==> src/hdl/okst_pkg.sv <==
package okst_pkg;

  // Operation codes as they arrive on the input channel.
  typedef enum logic [1:0] {
    OP_ADD    = 2'd0,
    OP_REMOVE = 2'd1,
    OP_TEST   = 2'd2
  } op_t;

  // Result status codes.
  typedef enum logic [1:0] {
    ST_DONE = 2'd0,
    ST_MISS = 2'd1,
    ST_NULL = 2'd2,
    ST_FULL = 2'd3
  } status_t;

  typedef enum logic [2:0] {
    S_IDLE,
    S_CHECK,
    S_RD,
    S_CMP,
    S_SH_RD,
    S_SH_WR,
    S_RESP
  } state_t;

  localparam int unsigned OP_BITS   = 2;
  localparam int unsigned KEY_W     = 32;
  localparam int unsigned STATUS_W  = 2;
  localparam int unsigned SIZE_W    = 7;

  // Controller to datapath.
  typedef struct packed {
    logic    load;       // capture op and key from the input transfer
    logic    idx_clr;
    logic    idx_inc;
    logic    rd_next;    // read address idx+1 instead of idx
    logic    wr_append;  // mem[count] <= key
    logic    wr_shift;   // mem[idx] <= last read data
    logic    cnt_inc;
    logic    cnt_dec;
    logic    st_set;     // latch pending status
    status_t st_val;
    logic    res_load;   // move pending result into output register
  } cmd_t;

  // Datapath to controller.
  typedef struct packed {
    op_t  op;
    logic key_null;
    logic cnt_zero;
    logic cnt_full;
    logic match;
    logic last;         // idx is the last valid slot
    logic shift_last;   // idx+1 is the last valid slot
    logic res_free;     // output register can take a result this cycle
  } stat_t;

endpackage

==> src/hdl/okst_if.sv <==
interface okst_in_if;
  logic                          valid;
  logic                          ready;
  logic [okst_pkg::OP_BITS-1:0]  operation;
  logic [okst_pkg::KEY_W-1:0]    key;

  modport source (output valid, output operation, output key, input ready);
  modport sink   (input valid, input operation, input key, output ready);
endinterface

interface okst_out_if;
  logic                          valid;
  logic                          ready;
  logic [okst_pkg::STATUS_W-1:0] status;
  logic [okst_pkg::SIZE_W-1:0]   set_size;

  modport source (output valid, output status, output set_size, input ready);
  modport sink   (input valid, input status, input set_size, output ready);
endinterface

==> src/hdl/okst_dp.sv <==
module okst_dp #(
  parameter int unsigned CAPACITY = 64,
  parameter int unsigned KEY_BITS = 32
) (
  input  logic                          clk,
  input  logic                          rst_n,
  input  logic [okst_pkg::OP_BITS-1:0]  in_operation,
  input  logic [okst_pkg::KEY_W-1:0]    in_key,
  input  logic                          out_ready,
  output logic                          out_valid,
  output logic [okst_pkg::STATUS_W-1:0] out_status,
  output logic [okst_pkg::SIZE_W-1:0]   out_set_size,
  input  okst_pkg::cmd_t                cmd,
  output okst_pkg::stat_t               stat
);

  // Stored key width: only the low KEY_BITS of the 32-bit key count.
  localparam int unsigned SW = (KEY_BITS < okst_pkg::KEY_W) ? KEY_BITS : okst_pkg::KEY_W;
  localparam int unsigned IW = (CAPACITY > 1) ? $clog2(CAPACITY) : 1;
  localparam int unsigned CW = $clog2(CAPACITY + 1);

  logic [SW-1:0]        mem [CAPACITY];
  logic [SW-1:0]        rd_data_r;
  logic [SW-1:0]        key_r;
  okst_pkg::op_t        op_r;
  logic [IW-1:0]        idx_r;
  logic [CW-1:0]        count_r;
  okst_pkg::status_t    pend_r;
  logic                 out_valid_r;
  okst_pkg::status_t    out_status_r;
  logic [okst_pkg::SIZE_W-1:0] out_size_r;

  okst_pkg::op_t        op_dec;
  logic [IW-1:0]        rd_addr;
  logic [IW-1:0]        wr_addr;
  logic [SW-1:0]        wr_data;
  logic                 wr_en;
  logic [CW:0]          idx_p1;
  logic [CW:0]          idx_p2;

  always_comb begin
    unique case (in_operation)
      okst_pkg::OP_ADD:    op_dec = okst_pkg::OP_ADD;
      okst_pkg::OP_REMOVE: op_dec = okst_pkg::OP_REMOVE;
      default:             op_dec = okst_pkg::OP_TEST;
    endcase
  end

  assign idx_p1  = (CW + 1)'(idx_r) + (CW + 1)'(1);
  assign idx_p2  = (CW + 1)'(idx_r) + (CW + 1)'(2);
  assign rd_addr = cmd.rd_next ? idx_p1[IW-1:0] : idx_r;
  assign wr_en   = cmd.wr_append | cmd.wr_shift;
  assign wr_addr = cmd.wr_append ? count_r[IW-1:0] : idx_r;
  assign wr_data = cmd.wr_append ? key_r : rd_data_r;

  // Entry memory: one write port, one registered read port.
  always_ff @(posedge clk) begin
    if (wr_en) begin
      mem[wr_addr] <= wr_data;
    end
  end

  always_ff @(posedge clk) begin
    rd_data_r <= mem[rd_addr];
  end

  always_ff @(posedge clk) begin
    if (cmd.load) begin
      key_r <= in_key[SW-1:0];
      op_r  <= op_dec;
    end
    if (cmd.st_set) begin
      pend_r <= cmd.st_val;
    end
    if (cmd.res_load) begin
      out_status_r <= pend_r;
      out_size_r   <= okst_pkg::SIZE_W'(count_r);
    end
  end

  always_ff @(posedge clk) begin
    if (!rst_n) begin
      idx_r       <= '0;
      count_r     <= '0;
      out_valid_r <= 1'b0;
    end else begin
      if (cmd.idx_clr) begin
        idx_r <= '0;
      end else if (cmd.idx_inc) begin
        idx_r <= idx_p1[IW-1:0];
      end
      if (cmd.cnt_inc) begin
        count_r <= count_r + CW'(1);
      end else if (cmd.cnt_dec) begin
        count_r <= count_r - CW'(1);
      end
      if (cmd.res_load) begin
        out_valid_r <= 1'b1;
      end else if (out_ready) begin
        out_valid_r <= 1'b0;
      end
    end
  end

  assign stat.op         = op_r;
  assign stat.key_null   = (key_r == '0);
  assign stat.cnt_zero   = (count_r == '0);
  assign stat.cnt_full   = (count_r == CW'(CAPACITY));
  assign stat.match      = (rd_data_r == key_r);
  assign stat.last       = (idx_p1 >= (CW + 1)'(count_r));
  assign stat.shift_last = (idx_p2 >= (CW + 1)'(count_r));
  assign stat.res_free   = ~out_valid_r | out_ready;

  assign out_valid    = out_valid_r;
  assign out_status   = out_status_r;
  assign out_set_size = out_size_r;

endmodule

==> src/hdl/okst_ctrl.sv <==
module okst_ctrl (
  input  logic            clk,
  input  logic            rst_n,
  input  logic            in_valid,
  output logic            in_ready,
  input  okst_pkg::stat_t stat,
  output okst_pkg::cmd_t  cmd
);

  okst_pkg::state_t state_r, state_nxt;

  always_ff @(posedge clk) begin
    if (!rst_n) begin
      state_r <= okst_pkg::S_IDLE;
    end else begin
      state_r <= state_nxt;
    end
  end

  // Next state
  always_comb begin
    state_nxt = state_r;
    unique case (state_r)
      okst_pkg::S_IDLE: begin
        if (in_valid) state_nxt = okst_pkg::S_CHECK;
      end
      okst_pkg::S_CHECK: begin
        if (stat.key_null || stat.cnt_zero) state_nxt = okst_pkg::S_RESP;
        else                                state_nxt = okst_pkg::S_RD;
      end
      okst_pkg::S_RD: state_nxt = okst_pkg::S_CMP;
      okst_pkg::S_CMP: begin
        if (stat.match) begin
          if (stat.op == okst_pkg::OP_REMOVE && !stat.last) state_nxt = okst_pkg::S_SH_RD;
          else                                              state_nxt = okst_pkg::S_RESP;
        end else if (stat.last) begin
          state_nxt = okst_pkg::S_RESP;
        end else begin
          state_nxt = okst_pkg::S_RD;
        end
      end
      okst_pkg::S_SH_RD: state_nxt = okst_pkg::S_SH_WR;
      okst_pkg::S_SH_WR: begin
        if (stat.shift_last) state_nxt = okst_pkg::S_RESP;
        else                 state_nxt = okst_pkg::S_SH_RD;
      end
      okst_pkg::S_RESP: begin
        if (stat.res_free) state_nxt = okst_pkg::S_IDLE;
      end
      default: state_nxt = okst_pkg::S_IDLE;
    endcase
  end

  // Outputs
  always_comb begin
    cmd      = '0;
    in_ready = 1'b0;
    unique case (state_r)
      okst_pkg::S_IDLE: begin
        in_ready = 1'b1;
        cmd.load = in_valid;
      end
      okst_pkg::S_CHECK: begin
        cmd.idx_clr = 1'b1;
        if (stat.key_null) begin
          cmd.st_set = 1'b1;
          cmd.st_val = okst_pkg::ST_NULL;
        end else if (stat.cnt_zero) begin
          // empty set: key is absent
          cmd.st_set = 1'b1;
          if (stat.op == okst_pkg::OP_ADD) begin
            cmd.wr_append = 1'b1;
            cmd.cnt_inc   = 1'b1;
            cmd.st_val    = okst_pkg::ST_DONE;
          end else begin
            cmd.st_val    = okst_pkg::ST_MISS;
          end
        end
      end
      okst_pkg::S_RD: begin
      end
      okst_pkg::S_CMP: begin
        if (stat.match) begin
          cmd.st_set = 1'b1;
          unique case (stat.op)
            okst_pkg::OP_ADD: cmd.st_val = okst_pkg::ST_MISS;
            okst_pkg::OP_REMOVE: begin
              cmd.st_val = okst_pkg::ST_DONE;
              if (stat.last) cmd.cnt_dec = 1'b1;
            end
            default: cmd.st_val = okst_pkg::ST_DONE;
          endcase
        end else if (stat.last) begin
          // scan exhausted without a hit
          cmd.st_set = 1'b1;
          if (stat.op == okst_pkg::OP_ADD) begin
            if (stat.cnt_full) begin
              cmd.st_val = okst_pkg::ST_FULL;
            end else begin
              cmd.wr_append = 1'b1;
              cmd.cnt_inc   = 1'b1;
              cmd.st_val    = okst_pkg::ST_DONE;
            end
          end else begin
            cmd.st_val = okst_pkg::ST_MISS;
          end
        end else begin
          cmd.idx_inc = 1'b1;
        end
      end
      okst_pkg::S_SH_RD: begin
        cmd.rd_next = 1'b1;
      end
      okst_pkg::S_SH_WR: begin
        cmd.wr_shift = 1'b1;
        if (stat.shift_last) cmd.cnt_dec = 1'b1;
        else                 cmd.idx_inc = 1'b1;
      end
      okst_pkg::S_RESP: begin
        cmd.res_load = stat.res_free;
      end
      default: begin
      end
    endcase
  end

endmodule

==> src/hdl/ordered_key_set_table.sv <==
// Ordered key set table: holds up to CAPACITY distinct nonzero keys in the
// order they were added. Each input transfer carries an operation (add,
// remove, test; code 3 acts as test) and a key, of which only the low
// KEY_BITS bits count; every input yields exactly one result transfer with
// a status (done, duplicate/absent, null key, table full) and the set size
// after the operation (low 7 bits of the count). Keys sit in a single-port
// write / registered-read memory, so each operation walks it one slot at a
// time: each slot examined takes a read and a compare, and a remove moves
// every later entry down one place with a read and a write each. A null key
// or an empty set goes straight to the result. One item is worked on at a
// time; the next input is taken in the cycle after the result enters the
// output register, even if that result is still waiting to be taken. No
// clearing pass is needed after reset.
module ordered_key_set_table #(
  parameter int unsigned CAPACITY = 64,
  parameter int unsigned KEY_BITS = 32
) (
  input  logic       clk,
  input  logic       rst_n,
  okst_in_if.sink    in_ch,
  okst_out_if.source out_ch
);

  okst_pkg::cmd_t  cmd;
  okst_pkg::stat_t stat;

  // Sequencer: scan, append, and remove compaction.
  okst_ctrl u_ctrl (
    .clk      (clk),
    .rst_n    (rst_n),
    .in_valid (in_ch.valid),
    .in_ready (in_ch.ready),
    .stat     (stat),
    .cmd      (cmd)
  );

  // Key memory, count, index and the output register.
  okst_dp #(
    .CAPACITY (CAPACITY),
    .KEY_BITS (KEY_BITS)
  ) u_dp (
    .clk          (clk),
    .rst_n        (rst_n),
    .in_operation (in_ch.operation),
    .in_key       (in_ch.key),
    .out_ready    (out_ch.ready),
    .out_valid    (out_ch.valid),
    .out_status   (out_ch.status),
    .out_set_size (out_ch.set_size),
    .cmd          (cmd),
    .stat         (stat)
  );

endmodule

==> src/flat_wrapper.sv <==
// flat-port wrapper written by rule: the top's interface ports become plain ports
module ordered_key_set_table_flat 
#(
  parameter int unsigned CAPACITY = 64,
  parameter int unsigned KEY_BITS = 32
)
  (clk, rst_n, in_ch_valid, in_ch_operation, in_ch_key, in_ch_ready, out_ch_valid, out_ch_status, out_ch_set_size, out_ch_ready);
  okst_in_if in_ch_i ();
  okst_out_if out_ch_i ();
  input  logic clk;
  input  logic rst_n;
  input wire logic [$bits(in_ch_i.valid)-1:0] in_ch_valid;
  input wire logic [$bits(in_ch_i.operation)-1:0] in_ch_operation;
  input wire logic [$bits(in_ch_i.key)-1:0] in_ch_key;
  output wire logic [$bits(in_ch_i.ready)-1:0] in_ch_ready;
  output wire logic [$bits(out_ch_i.valid)-1:0] out_ch_valid;
  output wire logic [$bits(out_ch_i.status)-1:0] out_ch_status;
  output wire logic [$bits(out_ch_i.set_size)-1:0] out_ch_set_size;
  input wire logic [$bits(out_ch_i.ready)-1:0] out_ch_ready;
  assign in_ch_i.valid = in_ch_valid;
  assign in_ch_i.operation = in_ch_operation;
  assign in_ch_i.key = in_ch_key;
  assign in_ch_ready = in_ch_i.ready;
  assign out_ch_valid = out_ch_i.valid;
  assign out_ch_status = out_ch_i.status;
  assign out_ch_set_size = out_ch_i.set_size;
  assign out_ch_i.ready = out_ch_ready;
  ordered_key_set_table #(.CAPACITY(CAPACITY), .KEY_BITS(KEY_BITS)) u_core (.clk(clk), .rst_n(rst_n), .in_ch(in_ch_i), .out_ch(out_ch_i));
endmodule
==> config.mk <==
export PLATFORM = sky130hd
export DESIGN_NAME = ordered_key_set_table_flat
export DESIGN_NICKNAME = d
export VERILOG_FILES = /design/src/hdl/okst_pkg.sv /design/src/hdl/okst_if.sv /design/src/hdl/okst_dp.sv /design/src/hdl/okst_ctrl.sv /design/src/hdl/ordered_key_set_table.sv /design/src/flat_wrapper.sv
export SDC_FILE = /design/constraint.sdc
export NUM_CORES = 2
export LEC_CHECK = 0
export CAP_MARGIN = 15
export CORE_UTILIZATION = 40
export CTS_CLUSTER_DIAMETER = 200
export CTS_CLUSTER_SIZE = 40
export DETAILED_ROUTE_END_ITERATION = 8
export DONT_BUFFER_PORTS = 1
export PLACE_DENSITY = 0.65
export SETUP_SLACK_MARGIN = 0.02
export SYNTH_ARGS = -nofsm -noshare
export SYNTH_HDL_FRONTEND = slang
export SYNTH_HIERARCHICAL = 1
export SYNTH_SLANG_ARGS = --single-unit
export TNS_END_PERCENT = 10
==> constraint.sdc <==
create_clock -name clk -period 6.6 [get_ports clk]
set_input_delay 0.66 -clock clk [delete_from_list [all_inputs] [get_ports clk]]
set_output_delay 0.66 -clock clk [all_outputs]
set_load 0.005 [all_outputs]
==> impl_results.md <==
- Relative slew slack: 0.157
- R2R Setup Slk: 550 ps
- PortBufs: 0
- Crit path cell chain: nand2_1, nor2_1, xor2_1, ha_1, o21ai_0, a21oi_1, or4b_1, a21oi_4, buf_4, nand3_1, o21ai_0, nand2_1, nor2_4, buf_12
- Worst-path clk slew: 150 ps
- EDFF count, synth: 2093
- Power Density: 286 nW/um^2
- GRT Residual Overflow: 0
- Routed WL: 306 mm
- CP max FO: 22
- Post-Syn Instances: 6644
- Max-Cap Viols: 0
- Worst endpoint required time: 7110 ps
- CTS-repair resized insts: 0
- Chip width: 505 um
- R2r startpoint: u_core/u_dp/idx_r[3]
- Endpoints failing hold: 0
- Initial antenna violation count: 34
- Top FF cell, synth: edfxtp_1
- CTS tree: done
- H-tree depth: 2
- Worst hold-check path type: in -> reg
- P_sw: 9.82 mW
- Die area: 255000 um^2
- Comb power frac: 0.239
- CP startpoint kind: flop
- Clock buffer depth: 3
- Delay-heaviest family, CP: simple AND/OR/NAND/NOR gates
- Worst r2r path cells: 14
- Worst Hold Path EP: u_core/u_dp/count_r[5]
- Root Buffer: clkbuf_16
- Fill count: 21900
- Vias in the first global route: 61800
- Die height: 505 um
- Synth Register Bits: 2142
- First-pass GRT wire length: 434 mm
- WHS Path Cells: 2
- Post-layout min period: 6050 ps
- Switch share: 0.317
- Period utilization: 0.917
- Crit path depth: 14
- # rows: 184
- Min-delay src: rst_n
- Share of cells above drive strength 1: 0.0910
- Clock skew: 68.2 ps
- Most frequent cells in the layout: edfxtp_1 (2093), mux2i_1 (2052), o22ai_1 (820)
- Synthesized area: 101000 um^2
- Arrival @ worst endpoint: 6560 ps
- Transition time of the tightest slew-check pin: 1250 ps
- Largest net degree at the start of global routing: 137
- Maximum VDD drop: 0.332 mV
- Iter 0 DRT Violations: 7347
- Via Count: 62900
- Top-Level Pins: 49
- Initial core utilization: 0.402
- Max stage delay cell, worst path: dfxtp_1
- Via-to-Cell Ratio: 6.36
- Clk_lat worst skew: 850 ps
- CTS buffer count: 59
- Commonest non-fill, non-tap cell in the layout: edfxtp_1
- Static leakage: 29.0 nW
- Slowest stage delay, CP: 950 ps
- Clock power frac: 0.183
- Outcome: complete, no violations
- Design Power: 31.0 mW
- Async SR Flop Fraction: 0
- Net Count, Synth: 6704
- Critical setup path kind: reg -> reg
- Post-synth cell types: 69
- Crit end category: flop
- CTS Sinks: 2142
- Bufs and invs on worst path: 2
- # DRC: 0
- Gpl congestion: 0.902
- Area grow syn2layout: 7.10%
- DRT Pass-1 Iters: 5
- Core area: 251000 um^2
- WL/cell: 31.0 um
- Seq pwr share: 0.578
- Register area share after synthesis: 0.632
- Reg-to-reg critical path endpoint: u_core/u_dp/mem[60][26]
- Post-Syn Area per Cell: 15.2 um^2
- Fmax: 165 MHz
- RSZ-0062 raised after global routing: false
- Ys Warns: 6
- GRT Util Overall: 0.232
- Power Internal: 21.1 mW
- Nets: 6548
- Post-DRT Antenna Nets: 0
- HPWL Detailed: 182 mm
- Final slew viol count: 0
- Final setup violation count: 0
- Setup TNS: 0 ps
==> metal layers <==
metal / global-route usage / up-vias / wire [um]
met1: 0.303 / 32800 / 120000
li1: - / 26500 / -
met4: 0.119 / 26 / 17000
met3: 0.0436 / 596 / 28900
met5: 0 / - / 186
met2: 0.370 / 3044 / 141000
==> worst max-delay path by stage <==
stage | endpoint | startpoint | slack [ps]
final | u_core/u_dp/mem[60][26] | u_core/u_dp/idx_r[3] | 550
after global routing | u_core/u_dp/mem[60][0] | u_core/u_dp/idx_r[3] | 380
after CTS | u_core/u_dp/mem[60][1] | u_core/u_dp/idx_r[3] | 750
after detailed placement | u_core/u_dp/mem[60][7] | u_core/u_dp/idx_r[3] | 780
after global placement | u_core/u_dp/mem[60][7] | u_core/u_dp/idx_r[3] | 730
after floorplan | u_core/u_dp/mem[40][0] | u_core/u_dp/idx_r[0] | 520
==> sequential cells by signal (all words and copies together) (netlist names) <==
name	flops
u_core/u_ctrl/state_r	3
u_core/u_dp/count_r	7
u_core/u_dp/idx_r	6
u_core/u_dp/key_r	32
u_core/u_dp/mem	2048
u_core/u_dp/op_r	2
u_core/u_dp/out_set_size	7
u_core/u_dp/out_status	2
u_core/u_dp/out_valid	1
u_core/u_dp/pend_r	2
u_core/u_dp/rd_data_r	32
==> cell type report <==
cell class | count | area (um^2) | area share
antenna | 16 | 40.0 | 0.000370
clock inverter | 2 | 40.0 | 0.000370
multi-input combinational | 3971 | 35300 | 0.326
timing repair buffer | 296 | 3100 | 0.0287
tap | 3348 | 4190 | 0.0387
sequential | 2142 | 63800 | 0.590
inverter | 18 | 72.6 | 0.000670
clock buffer | 97 | 1660 | 0.0154
==> power groups by stage <==
stage	clock, mW	combinational [mW]	sequential, mW
final	5.67	7.39	17.9
after floorplan	0	3.90	18.0
after CTS	5.74	7.17	17.9
after detailed placement	0	7.15	18.2
after global placement	0	6.93	18.2
after global routing	6.11	7.64	17.9
==> timing repair <==
action                                 4_1_cts  5_1_grt
endpoints found under the hold margin       45        0
hold buffers                                34        0
buffers inserted                             0        0
==> stage by stage <==
stage | cells | setup WS [ps] | hold WS [ps] | util | instance area (um^2)
final | 9890 | 551 | 81.0 | 0.431 | 108000
after global routing | 9887 | 376 | 69.7 | 0.431 | 108000
after floorplan | 6644 | 522 | 400 | - | 101000
after detailed placement | 9739 | 783 | 413 | 0.422 | 106000
after global placement | 9733 | 730 | 406 | 0.422 | 106000
after CTS | 9872 | 745 | 10.4 | 0.431 | 108000
==> cells in the mapped netlist (all sizes together), types with 3 or more instances <==
cell / count / area, um^2
nand3: 14 / 70.1
or2: 4 / 25.0
mux2: 33 / 372
o32ai: 3 / 33.8
xnor2: 12 / 113
o21ai: 342 / 1750
nor2: 152 / 571
nor4: 18 / 113
clkbuf: 176 / 661
a21oi: 17 / 85.1
o21bai: 3 / 22.5
xor2: 40 / 350
nor3: 4 / 20.0
nor2b: 5 / 31.3
ha: 21 / 263
o22ai: 820 / 5130
o21a: 28 / 210
a21o: 5 / 37.5
or4: 31 / 233
nor3b: 5 / 48.8
nand2: 42 / 160
nand4: 8 / 50.1
a41oi: 62 / 543
a41o: 3 / 30.0
buf: 337 / 1830
dfxtp: 49 / 981
o22a: 43 / 377
mux2i: 2052 / 20500
nand2b: 8 / 52.6
mux4: 128 / 2880
a32o: 3 / 31.3
inv: 17 / 63.8
a31oi: 33 / 206
edfxtp: 2093 / 62900
and2: 6 / 37.5
==> kinds of logic after synthesis <==
logic type / after synthesis / synth area share
fa+ha+maj: 22 / 0.00280
xor+xnor: 52 / 0.00458
buf+inv: 531 / 0.0254
simple gates: 305 / 0.0147
mux: 2213 / 0.235
compound gates: 1379 / 0.0855
flops: 2142 / 0.632
Power figures use the tool's default switching activity.
